$ cat config.mk
export PLATFORM = sky130hd
export DESIGN_NAME = idle_sleep_power_manager
export DESIGN_NICKNAME = d
export VERILOG_FILES = /design/src/hw/rtl/isp_pkg.sv /design/src/hw/rtl/idle_sleep_power_manager.sv
export SDC_FILE = /design/constraint.sdc
export NUM_CORES = 1
export LEC_CHECK = 0
export ABC_AREA = 1
export BUFFER_PORTS_ARGS = -buffer_cell sky130_fd_sc_hd__buf_2
export CORE_MARGIN = 2
export CORE_UTILIZATION = 30
export DETAILED_ROUTE_END_ITERATION = 7
export PLACE_DENSITY = 0.49
export SLEW_MARGIN = 0
export SYNTH_ARGS = -nofsm -noshare
export SYNTH_HDL_FRONTEND = slang
export SYNTH_SLANG_ARGS = --single-unit
$ cat constraint.sdc
create_clock -name clk -period 10.2 [get_ports clk]
set_clock_uncertainty 0.2 [all_clocks]
set_input_delay 2.04 -clock clk [delete_from_list [all_inputs] [get_ports clk]]
set_output_delay 2.04 -clock clk [all_outputs]
set_load 0.05 [all_outputs]
$ cat src/hw/rtl/isp_pkg.sv
// Package for the idle sleep power manager: configuration register indexes,
// reset values, interval levels and field widths.
// No dependencies.
package isp_pkg;

  localparam int CFG_W        = 32;
  localparam int CFG_IDX_W    = 3;
  localparam int BATT_W       = 7;
  localparam int LEVEL_W      = 2;
  localparam int COUNT_W_DEF  = 32;

  typedef enum logic [CFG_IDX_W-1:0] {
    CFG_SLEEP_TIMEOUT = 3'd0,
    CFG_TIER_ONE      = 3'd1,
    CFG_TIER_TWO      = 3'd2,
    CFG_TIER_THREE    = 3'd3,
    CFG_LOW_BATTERY   = 3'd4
  } cfg_idx_t;

  typedef logic [LEVEL_W-1:0] level_t;

  localparam level_t LVL_0 = 2'd0;
  localparam level_t LVL_1 = 2'd1;
  localparam level_t LVL_2 = 2'd2;
  localparam level_t LVL_3 = 2'd3;

  localparam logic [CFG_W-1:0]  SLEEP_TIMEOUT_RST = 32'd600000;
  localparam logic [CFG_W-1:0]  TIER_ONE_RST      = 32'd1800000;
  localparam logic [CFG_W-1:0]  TIER_TWO_RST      = 32'd5400000;
  localparam logic [CFG_W-1:0]  TIER_THREE_RST    = 32'd10800000;
  localparam logic [BATT_W-1:0] LOW_BATTERY_RST   = 7'd20;

endpackage

$ cat src/hw/rtl/idle_sleep_power_manager.sv
// Inactivity sleep timer with tiered link-interval stepping.
// Depends on isp_pkg.
//
// The block takes one request per clock and returns one result per request,
// passing through the input register and then the result register,
// with all state updated in the single pass between them.
// Throughput is one request per cycle as long as results are taken; a stalled
// result holds the pipeline through out_ready. Configuration writes are
// applied at once and must only be issued while no request is in flight.
module idle_sleep_power_manager
  import isp_pkg::*;
#(
  parameter int COUNT_WIDTH = COUNT_W_DEF
) (
  input  logic                 clk,
  input  logic                 rst_n,
  // Configuration write port.
  input  logic                 cfg_we,
  input  logic [CFG_IDX_W-1:0] cfg_index,
  input  logic [CFG_W-1:0]     cfg_wdata,
  // Request channel.
  input  logic                 in_valid,
  output logic                 in_ready,
  input  logic                 in_tick,
  input  logic                 in_activity,
  input  logic                 in_wired_mode,
  input  logic                 in_mobile_mode,
  input  logic [BATT_W-1:0]    in_battery_percent,
  // Result channel.
  output logic                 out_valid,
  input  logic                 out_ready,
  output logic                 out_is_sleeping,
  output logic                 out_interval_request,
  output logic [LEVEL_W-1:0]   out_interval_level,
  output logic                 out_led_update,
  output logic                 out_led_low_battery,
  output logic [CFG_W-1:0]     out_time_until_sleep
);

  localparam int CMP_W = (COUNT_WIDTH > CFG_W) ? COUNT_WIDTH : CFG_W;
  localparam logic [COUNT_WIDTH-1:0] CNT_MAX = '1;

  // Configuration registers.
  logic [CFG_W-1:0]  sleep_timeout_r;
  logic [CFG_W-1:0]  tier_one_r;
  logic [CFG_W-1:0]  tier_two_r;
  logic [CFG_W-1:0]  tier_three_r;
  logic [BATT_W-1:0] low_battery_r;

  // Input register.
  logic              in_vld_r;
  logic              tick_r;
  logic              act_r;
  logic              wired_r;
  logic              mobile_r;
  logic [BATT_W-1:0] batt_r;

  // Block state.
  logic                   sleeping_r,   sleeping_nxt;
  logic [COUNT_WIDTH-1:0] idle_cnt_r,   idle_cnt_nxt;
  logic [COUNT_WIDTH-1:0] sleep_cnt_r,  sleep_cnt_nxt;
  logic                   low_flag_r,   low_flag_nxt;
  logic                   wired_seen_r, wired_seen_nxt;
  level_t                 cur_level_r,  cur_level_nxt;

  // Result register.
  logic               out_vld_r;
  logic               res_sleeping_r, res_sleeping_nxt;
  logic               res_req_r,      res_req_nxt;
  level_t             res_level_r,    res_level_nxt;
  logic               res_led_upd_r,  res_led_upd_nxt;
  logic               res_led_low_r,  res_led_low_nxt;
  logic [CFG_W-1:0]   res_until_r,    res_until_nxt;

  logic in_acc;
  logic adv;
  logic fire;

  assign adv      = !out_vld_r || out_ready;
  assign fire     = in_vld_r && adv;
  assign in_ready = !in_vld_r || adv;
  assign in_acc   = in_valid && in_ready;

  always_ff @(posedge clk) begin
    if (!rst_n) begin
      sleep_timeout_r <= SLEEP_TIMEOUT_RST;
      tier_one_r      <= TIER_ONE_RST;
      tier_two_r      <= TIER_TWO_RST;
      tier_three_r    <= TIER_THREE_RST;
      low_battery_r   <= LOW_BATTERY_RST;
    end else if (cfg_we) begin
      unique case (cfg_index)
        CFG_SLEEP_TIMEOUT: sleep_timeout_r <= cfg_wdata;
        CFG_TIER_ONE:      tier_one_r      <= cfg_wdata;
        CFG_TIER_TWO:      tier_two_r      <= cfg_wdata;
        CFG_TIER_THREE:    tier_three_r    <= cfg_wdata;
        CFG_LOW_BATTERY:   low_battery_r   <= cfg_wdata[BATT_W-1:0];
        default: ;
      endcase
    end
  end

  always_ff @(posedge clk) begin
    if (!rst_n) begin
      in_vld_r <= 1'b0;
    end else if (in_acc) begin
      in_vld_r <= 1'b1;
    end else if (adv) begin
      in_vld_r <= 1'b0;
    end
  end

  always_ff @(posedge clk) begin
    if (in_acc) begin
      tick_r   <= in_tick;
      act_r    <= in_activity;
      wired_r  <= in_wired_mode;
      mobile_r <= in_mobile_mode;
      batt_r   <= in_battery_percent;
    end
  end

  // Single pass over one request.
  always_comb begin
    logic                   wired_chg;
    logic                   woken;
    logic                   slp;
    logic [COUNT_WIDTH-1:0] idle_v;
    logic [COUNT_WIDTH-1:0] slp_v;
    logic                   is_low;
    logic                   req;
    level_t                 req_lvl;
    level_t                 lvl;
    level_t                 target;
    logic                   flag;
    logic                   led_upd;
    logic                   led_low;
    logic                   due;
    logic [CMP_W-1:0]       diff;

    wired_chg = wired_r != wired_seen_r;
    woken     = sleeping_r && ((wired_chg && wired_r) || act_r);
    slp       = sleeping_r && !woken;
    req       = woken;
    req_lvl   = LVL_0;
    lvl       = woken ? LVL_0 : cur_level_r;
    target    = LVL_0;
    idle_v    = (wired_chg || act_r) ? '0 : idle_cnt_r;
    slp_v     = sleep_cnt_r;

    if (tick_r) begin
      if (idle_v != CNT_MAX) begin
        idle_v = idle_v + 1'b1;
      end
      if (slp && (slp_v != CNT_MAX)) begin
        slp_v = slp_v + 1'b1;
      end
    end

    is_low  = batt_r < low_battery_r;
    flag    = low_flag_r;
    led_upd = 1'b0;
    led_low = 1'b0;
    if (is_low != low_flag_r) begin
      flag = is_low;
      if (!wired_r) begin
        led_upd = 1'b1;
        led_low = is_low;
      end
    end

    priority if (slp && !mobile_r) begin
      priority if (CMP_W'(slp_v) >= CMP_W'(tier_three_r)) target = LVL_3;
      else if (CMP_W'(slp_v) >= CMP_W'(tier_two_r))       target = LVL_2;
      else if (CMP_W'(slp_v) >= CMP_W'(tier_one_r))       target = LVL_1;
      else                                                target = LVL_0;
      if (target != lvl) begin
        req     = 1'b1;
        req_lvl = target;
        lvl     = target;
      end
    end else if (wired_r) begin
      idle_v = '0;
    end else if (!slp && (CMP_W'(idle_v) >= CMP_W'(sleep_timeout_r))) begin
      // Sleep entry clears the battery flag after any LED update above.
      slp     = 1'b1;
      slp_v   = '0;
      req     = 1'b1;
      req_lvl = LVL_0;
      lvl     = LVL_0;
      flag    = 1'b0;
    end else begin
      target = LVL_0;
    end

    due  = CMP_W'(idle_v) >= CMP_W'(sleep_timeout_r);
    diff = CMP_W'(sleep_timeout_r) - CMP_W'(idle_v);

    sleeping_nxt     = slp;
    idle_cnt_nxt     = idle_v;
    sleep_cnt_nxt    = slp_v;
    low_flag_nxt     = flag;
    wired_seen_nxt   = wired_r;
    cur_level_nxt    = lvl;

    res_sleeping_nxt = slp;
    res_req_nxt      = req;
    res_level_nxt    = req ? req_lvl : lvl;
    res_led_upd_nxt  = led_upd;
    res_led_low_nxt  = led_low;
    res_until_nxt    = (slp || due) ? '0 : diff[CFG_W-1:0];
  end

  always_ff @(posedge clk) begin
    if (!rst_n) begin
      sleeping_r   <= 1'b0;
      idle_cnt_r   <= '0;
      sleep_cnt_r  <= '0;
      low_flag_r   <= 1'b0;
      wired_seen_r <= 1'b0;
      cur_level_r  <= LVL_0;
    end else if (fire) begin
      sleeping_r   <= sleeping_nxt;
      idle_cnt_r   <= idle_cnt_nxt;
      sleep_cnt_r  <= sleep_cnt_nxt;
      low_flag_r   <= low_flag_nxt;
      wired_seen_r <= wired_seen_nxt;
      cur_level_r  <= cur_level_nxt;
    end
  end

  always_ff @(posedge clk) begin
    if (!rst_n) begin
      out_vld_r <= 1'b0;
    end else if (fire) begin
      out_vld_r <= 1'b1;
    end else if (out_ready) begin
      out_vld_r <= 1'b0;
    end
  end

  always_ff @(posedge clk) begin
    if (fire) begin
      res_sleeping_r <= res_sleeping_nxt;
      res_req_r      <= res_req_nxt;
      res_level_r    <= res_level_nxt;
      res_led_upd_r  <= res_led_upd_nxt;
      res_led_low_r  <= res_led_low_nxt;
      res_until_r    <= res_until_nxt;
    end
  end

  assign out_valid            = out_vld_r;
  assign out_is_sleeping      = res_sleeping_r;
  assign out_interval_request = res_req_r;
  assign out_interval_level   = res_level_r;
  assign out_led_update       = res_led_upd_r;
  assign out_led_low_battery  = res_led_low_r;
  assign out_time_until_sleep = res_until_r;

`ifndef ASSERT_OFF
  // A nonzero interval level only exists while asleep.
  a_level_needs_sleep: assert property (@(posedge clk) disable iff (!rst_n)
    (cur_level_r != LVL_0) |-> sleeping_r)
    else $error("interval level nonzero while active");

  // A sleeping result always reports no time left.
  a_sleep_until_zero: assert property (@(posedge clk) disable iff (!rst_n)
    (out_vld_r && res_sleeping_r) |-> (res_until_r == '0))
    else $error("time until sleep nonzero while asleep");

  // An active result can only request level zero (wake).
  a_active_req_zero: assert property (@(posedge clk) disable iff (!rst_n)
    (out_vld_r && res_req_r && !res_sleeping_r) |-> (res_level_r == LVL_0))
    else $error("nonzero interval request while active");

  // The blink request is only raised together with an LED update.
  a_led_low_upd: assert property (@(posedge clk) disable iff (!rst_n)
    (out_vld_r && !res_led_upd_r) |-> !res_led_low_r)
    else $error("low battery LED without update");
`endif

endmodule
==> flow_summary_export.csv <==
group,metric,value,unit
status,status,"finished, final reports clean",
critical_path,required,10.32,ns
grt,grt_overflow_total,0,
placement,hpwl,43100,um
sta,hold_violations,0,
critical_path,cp.arrival,6.32,ns
sta,finalSetupTns,0,ns
routing,viasPerCell,4.88,
grt,grt_pass1_vias,15400,
routing,remaining_drc_errors,0,
cells_and_area,n_antenna_cell,0,
synth,synthArstFlopShare,0,%
grt,grt_pass1_wl,87100,um
routing,drt_pre_antenna_iters,5,
power,finalPower,2.72,mW
cts,cts_made_buffers,31,
sta,fmax,162,MHz
routing,drtIter0Drc,831,
cts,cts.clk_slew.worst_paths,0.06,ns
floorplan,core,0.0567,mm^2
routing,ant_nets,0,
grt,grtUsageTotal,18.6,%
synth,netlist_area,0.0173,mm^2
critical_path,reg2reg_depth,27,
run,drv_cap,0,
power,power_density,140,mW/mm^2
synth,yosys_warnings,0,
critical_path,cp_max_fo,32,
synth,synth_top_area_share,23.9,%
critical_path,crit_slowest_cell,"edfxtp_1",
power,pwr-share-seq,40.6,%
power,power.net_switching,0.862,mW
routing,wl,56200,um
synth,yosysMostFrequentCell,"nand2_1",
cells_and_area,layout-drive-gt1-share,9.87,%
power,pwr-share-clk,40.2,%
cells_and_area,fin_nets,2730,
synth,syn_inst,2455,
cells_and_area,final_area,0.0194,mm^2
sta,worstMarginPinSlew,1.03,ns
cts,cts-resized-gates,0,
min_path,hold_class,"reg -> reg",
power,swShare,31.7,%
synth,synth_area_per_cell,7.04,um^2
cts,cts-root-buf,"clkbuf_16",
sta,maxSlewViolCount,0,
floorplan,die_w,244,um
floorplan,io_pins,91,
synth,synth_enable_flop_cells,49,
synth,synth.area.top_cells,"dfxtp_1 24%, ha_1 12%, nand2_1 11%",
power,p_leak,8.56,nW
synth,synth_seq_cells,255,
cts,cts_hold_buffers,0,
grt,grt_max_degree,88,
placement,port-buffer-count,90,
power,vdd_drop_max,0.129,mV
min_path,hold_depth,2,
synth,synth_ff_type,"dfxtp_1",
placement,place.gp.congestion,0.925,
power,power_frac_comb,19.3,%
sta,rsz0062_at_grt,"no",
floorplan,dieArea,0.0596,mm^2
floorplan,initial_core_util,30.5,%
cts,postCtsSetupBuffers,0,
sta,maxSlewHeadroom,31.3,%
cells_and_area,syn2layout_area_growth,12.0,%
critical_path,max_stage_delay,0.49,ns
critical_path,path_class,"reg -> reg",
sta,setup_viol,0,
synth,synth_common_cells,"509 x nand2_1, 329 x inv_1, 273 x a21oi_1, 206 x dfxtp_1, 203 x nor2_1",
synth,ys_types,52,
critical_path,startpoint_type,"flop",
grt,grt_antenna_before_repair,2,
power,p_int,1.85,mW
routing,vias,16000,
critical_path,worst_setup_path_end_kind,"flop",
cts,cts.sinks,255,
cts,clock_latency,0.60,ns
synth,yosysSeqAreaShare,32.4,%
floorplan,rows,87,
routing,wire_per_inst,17.1,um
sta,period_needed,6.19,ns
sta,fin_crit_sh,60.7,%
cts,cts.path.max_buffers,3,
critical_path,cpMostUsedCell,"nand2_1",
synth,syn_nets,2678,
cts,cts_tree,"done",
synth,yosysTopAreaCell,"dfxtp_1",
cts,cts-htree-levels,1,
floorplan,dieHeight,244,um
placement,dpl-instance-area,0.0184,mm^2
sta,fin_hold_ws,0.260,ns
power by group through the flow:
stage               registers (mW)  clock network (mW)  logic [mW]
floorplan                     1.15                   0       0.333
global placement              1.12                   0       0.520
detailed placement            1.12                   0       0.525
CTS                           1.10                1.12       0.528
global route                  1.11                1.16       0.589
finish                        1.10                1.09       0.524
final timing paths:
| check | start | to | slack, ns |
|---|---|---|---|
| setup / recovery | wired_r$_DFFE_PP_ | out_time_until_sleep[31]$_SDFFCE_PP0P_ | 4.01 |
| setup reg to reg | wired_r$_DFFE_PP_ | out_time_until_sleep[31]$_SDFFCE_PP0P_ | 4.01 |
| hold reg to reg | low_battery_r[0]$_SDFFE_PN0P_ | low_battery_r[0]$_SDFFE_PN0P_ | 0.26 |
| hold / removal | low_battery_r[0]$_SDFFE_PN0P_ | low_battery_r[0]$_SDFFE_PN0P_ | 0.26 |
flip-flops by register name, indices dropped and copies added (netlist names), 2 cells and up:
register	flops
out_interval_level	2
tier_two_r	32
batt_r	7
idle_cnt_r	32
sleep_timeout_r	32
cur_level_r	2
out_time_until_sleep	32
low_battery_r	7
sleep_cnt_r	32
tier_three_r	32
tier_one_r	32
worst max-delay path: cells and delay by family, from the launching register on:
family | cells | cell delay (ns)
DFF | 1 | 0.49
xor gates and xnor gates | 1 | 0.31
adders and majority gates | 4 | 1.19
buffers and inverters | 4 | 0.63
and+or+nand+nor | 16 | 2.46
AOI/OAI and AO/OA | 2 | 0.55
kinds of logic (layout without fill, tap and decap cells):
family,count (synthesis),count (layout),share of synthesized area [%]
AOI/OAI and AO/OA,561,561,17.6
xor gates and xnor gates,62,62,3.18
buffers and inverters,436,513,10.1
adders and majority gates,172,172,12.5
and+or+nand+nor,969,969,24.3
DFF,255,255,32.4
layout make-up:
| type | instances | area [um^2] |
|---|---|---|
| clock buffers | 50 | 937 |
| repair buffers | 106 | 573 |
| flip-flops and latches | 255 | 5600 |
| inverters | 349 | 1310 |
| clock inverters | 8 | 47.5 |
| fillers | 6037 | 37300 |
| well taps | 756 | 946 |
| multi-input cells | 1764 | 9960 |
metal layers:
| layer | track usage [%] | share of wire [%] | wire length, um |
|---|---|---|---|
| met3 | 1.89 | 3.4 | 1930 |
| met1 | 24.8 | 47 | 26500 |
| met4 | 5.83 | 3.3 | 1860 |
| met5 | 0 | 0 | 0 |
| met2 | 31.4 | 46 | 26000 |
through the flow:
step	utilization, %	std cells	setup slack (ns)
after global routing	34.2	3288	3.51
after CTS	34.2	3288	3.99
after detailed placement	32.4	3230	4.01
final	34.2	3288	4.01
after floorplan	-	2455	5.12
after global placement	32.4	3230	4.22
layout by cell type (no fill, tap or decap), drive strengths merged, types with 6 or more instances in the layout:
master,instances
nand2,529
inv,348
a21oi,287
nor2,225
o21ai,207
dfxtp,206
ha,171
nand3,145
buf,106
clkbuf,50
edfxtp,49
xor2,44
o211ai,38
nor3,32
nand4,19
xnor2,18
a21o,10
clkinv,9
nor4,6
or2,6
No activity file was read; power rests on OpenSTA's default activity.
